==> src/design/wsd_pkg.sv <==
// Shared types and constants of the weight stability detector.
// No dependencies; compile this file first.
package wsd_pkg;

	localparam int SAMPLE_W   = 25;
	localparam int JIT_W      = 24;
	localparam int MINREP_W   = 24;
	localparam int MINCHG_W   = 25;
	localparam int GAP_W      = 8;
	localparam int CNT_W      = 8;
	localparam int CFG_DATA_W = 25;

	typedef logic signed [SAMPLE_W-1:0] sample_t;

	// configuration register indexes
	typedef enum logic [1:0] {
		REG_JITTER     = 2'd0,
		REG_MIN_REPORT = 2'd1,
		REG_MIN_CHANGE = 2'd2,
		REG_MIN_GAP    = 2'd3
	} cfg_idx_t;

	localparam logic [JIT_W-1:0]    JITTER_RST     = JIT_W'(160);
	localparam logic [MINREP_W-1:0] MIN_REPORT_RST = MINREP_W'(8000);
	localparam logic [MINCHG_W-1:0] MIN_CHANGE_RST = MINCHG_W'(8000);
	localparam logic [GAP_W-1:0]    MIN_GAP_RST    = GAP_W'(10);
	localparam logic [CNT_W-1:0]    CNT_MAX        = '1;

endpackage

==> src/design/wsd_cell.sv <==
// One window cell: holds one sample, passes it on to the next cell on a shift,
// and flags it when it strays too far from the window mean. Depends on wsd_pkg.
module wsd_cell #(
	parameter int WINDOW_DEPTH = 10
) (
	input  logic                    clk,
	input  logic                    arst_n,
	input  logic                    shift,
	input  wsd_pkg::sample_t        d,
	output wsd_pkg::sample_t        q,
	input  logic signed [wsd_pkg::SAMPLE_W+$clog2(WINDOW_DEPTH)-1:0] sum,
	input  logic [wsd_pkg::SAMPLE_W+$clog2(WINDOW_DEPTH):0]          lim,
	output logic                    unstable
);
	import wsd_pkg::*;

	localparam int SUM_W  = SAMPLE_W + $clog2(WINDOW_DEPTH);
	localparam int DIFF_W = SUM_W + 1;
	localparam logic signed [DIFF_W-1:0] DEPTH_S = DIFF_W'(WINDOW_DEPTH);

	sample_t                   entry_q;
	logic signed [DIFF_W-1:0]  scaled;
	logic signed [DIFF_W-1:0]  diff;
	logic [DIFF_W-1:0]         mag;

	// advance the window by one place
	always_ff @(posedge clk or negedge arst_n) begin
		if (!arst_n) begin
			entry_q <= '0;
		end else if (shift) begin
			entry_q <= d;
		end
	end

	assign q = entry_q;

	// distance of depth*entry from the window sum
	always_comb begin
		scaled   = DIFF_W'(entry_q) * DEPTH_S;
		diff     = DIFF_W'(sum) - scaled;
		mag      = diff[DIFF_W-1] ? DIFF_W'(-diff) : DIFF_W'(diff);
		unstable = mag > lim;
	end

endmodule

==> config.mk <==
export PLATFORM = sky130hd
export DESIGN_NAME = wsd_cell
export DESIGN_NICKNAME = d
export VERILOG_FILES = /design/src/design/wsd_pkg.sv /design/src/design/wsd_cell.sv
export SDC_FILE = /design/constraint.sdc
export NUM_CORES = 1
export LEC_CHECK = 0
export BUFFER_PORTS_ARGS = -buffer_cell sky130_fd_sc_hd__clkbuf_2
export CORE_MARGIN = 3
export CORE_UTILIZATION = 45
export CTS_CLUSTER_SIZE = 24
export DETAILED_ROUTE_END_ITERATION = 7
export PLACE_DENSITY = 0.67
export SLEW_MARGIN = 0
export SYNTH_ARGS = -nofsm -noshare
export SYNTH_HDL_FRONTEND = slang
export SYNTH_SLANG_ARGS = --single-unit
==> constraint.sdc <==
create_clock -name clk -period 10.2 [get_ports clk]
set_input_delay 1.53 -clock clk [delete_from_list [all_inputs] [get_ports clk]]
set_output_delay 1.53 -clock clk [all_outputs]
set_load 0.01 [all_outputs]
==> results.sh <==
export IMPL_vias=4971
export IMPL_synthCells=651
export IMPL_clk_latency_ns=0.26
export IMPL_diodes=0
export IMPL_ys_types=63
export IMPL_ios=113
export IMPL_syn_area_sq_mm=0.00524
export IMPL_ys_dominant_reg_cell="dfrtp_1"
export IMPL_finClkSkew_ns=0
export IMPL_routed_wl_microns=12800
export IMPL_synth_commonest_cells="ha_1 (106), a21oi_1 (60), inv_1 (50)"
export IMPL_via_per_inst=5.55
export IMPL_die_y_microns=114
export IMPL_async_reset_ff_frac=1.00
export IMPL_synth_edf_count=0
export IMPL_post_dp_hpwl_microns=11100
export IMPL_report_final_slew_viol_count=0
export IMPL_ff2ff_setup_slack_ns=9.33
export IMPL_cts_buffer_depth=2
export IMPL_grt_pass1_wl_microns=21900
export IMPL_grt_antenna_before_repair=0
export IMPL_yosys_area_share_adder=0.261
export IMPL_dieArea_sq_mm=0.0130
export IMPL_cts_root_buf="clkbuf_16"
export IMPL_finalSetupViolCount=0
export IMPL_p_per_area_mw_per_mm2=298
export IMPL_fmax_mhz=109
export IMPL_ys_top_cells_by_area="ha_1 (25%), dfrtp_1 (12%), xnor2_1 (8.0%), a21oi_1 (5.7%), mux2_2 (5.2%)"
export IMPL_cts_repair_resized=0
export IMPL_wire_per_inst_microns=14.3
export IMPL_slowest_stage="or4_1"
export IMPL_ir_worst_vdd_mv=0.187
export IMPL_avgSynthCellArea_sq_um=8.05
export IMPL_largest_register_ffs=25
export IMPL_htree_levels=1
export IMPL_muxShareOfSynthArea=0.0535
export IMPL_syn_nets=846
export IMPL_critical_path_max_fanout=8
export IMPL_grt_max_degree=27
export IMPL_start_util=0.471
export IMPL_grtUsageTotal=0.199
export IMPL_synth_top_area_share=0.253
export IMPL_crit_path_frequent_cell="ha_1"
export IMPL_yosysWarnings=0
export IMPL_hp_class="flip-flop to flip-flop"
export IMPL_antenna_left=0
export IMPL_period_minus_slack_ns=9.17
export IMPL_core_area_sq_mm=0.0111
export IMPL_syn_to_final_growth_pct=14.7
export IMPL_post_cts_buffers=0
export IMPL_postCtsHoldBufs=0
export IMPL_synth_compound_gate_area_share=0.239
export IMPL_fin_nets=952
export IMPL_synthMostInstantiatedCell="ha_1"
export IMPL_yosys_area_share_simple=0.159
export IMPL_synth_top_family_by_area="adder cells"
export IMPL_cpPeakStageDelay_ns=0.55
export IMPL_drive_gt1_frac=0.200
export IMPL_overflow=0
export IMPL_dpl_cell_count=892
export IMPL_cts_made_buffers=3
export IMPL_instances_no_fill=896
export IMPL_io_buffers=112
export IMPL_nFillCells=1099
export IMPL_arrival_ns=7.64
export IMPL_endpoint_kind="output port"
export IMPL_cap_viol_max_count=0
export IMPL_grt_pass1_vias=4926
export IMPL_outcome="finished clean"
export IMPL_ys_seq_area_frac=0.119
export IMPL_synth_xor_area_share=0.122
export IMPL_die_x_microns=114
export IMPL_cts_sinks=25
export IMPL_synth_area_leader_cell="ha_1"
export IMPL_slew_headroom=0.514
export IMPL_rows=38
export IMPL_cts_clk_slew_worst_paths_ns=0.06
export IMPL_dr_pass1_iters=5
export IMPL_synth_seq_cells=25
export IMPL_setup_tns_ns=0
export IMPL_rsz0062_at_grt="false"
export IMPL_route_detailed_drc=0
export IMPL_drt_initial_drc_count=196
export IMPL_period_share=0.899
export IMPL_crit_type="flip-flop to output port"
export IMPL_cts_tree="done"
export IMPL_power_leakage_uw=0.00306
export IMPL_place_congestion=0.932
export IMPL_critPathLaunchType="flip-flop"
export IMPL_finalHoldViolations=0
export IMPL_tightest_slew_ns=0.711
export IMPL_crit_required_ns=8.67
cell type report:
class,count,area (sq um),area share
Multi-Input combinational cell,563,4370,0.727
Tap cell,140,175,0.0291
Clock buffer,4,78.8,0.0131
Timing Repair Buffer,114,576,0.0958
Inverter,50,188,0.0312
Sequential cell,25,626,0.104
logic make-up (layout without fill, tap and decap cells):
kind of cell             after synthesis  count (layout)
flip-flops                            25              25
buffers and inverters                 63             168
XOR/XNOR                              73              73
AND/OR/NAND/NOR                      164             164
adder cells (fa/ha/maj)              108             108
multiplexers                          25              25
AO/OA/AOI/OAI                        193             193
worst max-delay path: cells and delay by family (launching register included):
kind,cells,cell delay [ns]
xor gates and xnor gates,3,0.44
AOI/OAI and AO/OA,15,3.16
DFF,1,0.40
adders and majority gates,5,1.69
buffers and inverters,1,0.14
and+or+nand+nor,7,1.55
routing by layer:
metal,global-route usage,vias to the layer above,share of wire
met3,0.0117,13,0.036
met4,0.0530,0,0.017
met1,0.267,2244,0.48
met5,0,-,0
met2,0.349,112,0.47
li1,-,2602,-
stage by stage:
step	setup WS [ns]	cell area, sq um	util	total power, uW	hold WS [ns]
final	1.03	6010	0.540	1790	0.579
after global routing	0.421	6010	0.540	2040	0.610
after CTS	0.977	6010	0.540	1800	0.577
after detailed placement	1.29	5930	0.533	1700	0.561
after global placement	1.47	5930	0.533	1670	0.557
after floorplan	1.86	5240	-	1380	0.602
cells in the final DEF, fill, tap and decap left out, drive strengths merged, types with 25 or more instances in the layout:
master  netlist  layout
clkbuf       10     116
ha          106     106
a21oi        61      61
inv          50      50
xnor2        48      48
o21ai        41      41
nand2        39      39
nor2         37      37
xor2         25      25
dfrtp        25      25
power breakdown:
| group | switching (uW) | internal [uW] | leakage (uW) |
|---|---|---|---|
| clock | 32.5 | 53.4 | 0.0000382 |
| sequential | 12.0 | 109 | 0.000293 |
| combinational | 886 | 698 | 0.00273 |
final timing paths:
path,start,endpoint,cells after the start
hold reg to reg,q[22]$_DFFE_PN0P_,q[22]$_DFFE_PN0P_,1
hold / removal,q[22]$_DFFE_PN0P_,q[22]$_DFFE_PN0P_,1
setup / recovery,q[1]$_DFFE_PN0P_,unstable,31
setup reg to reg,q[24]$_DFFE_PN0P_,q[24]$_DFFE_PN0P_,1
max in group asynchronous,arst_n,q[1]$_DFFE_PN0P_,1
min in group asynchronous,arst_n,q[24]$_DFFE_PN0P_,1
Note: power is estimated with default switching activity, not from simulation.
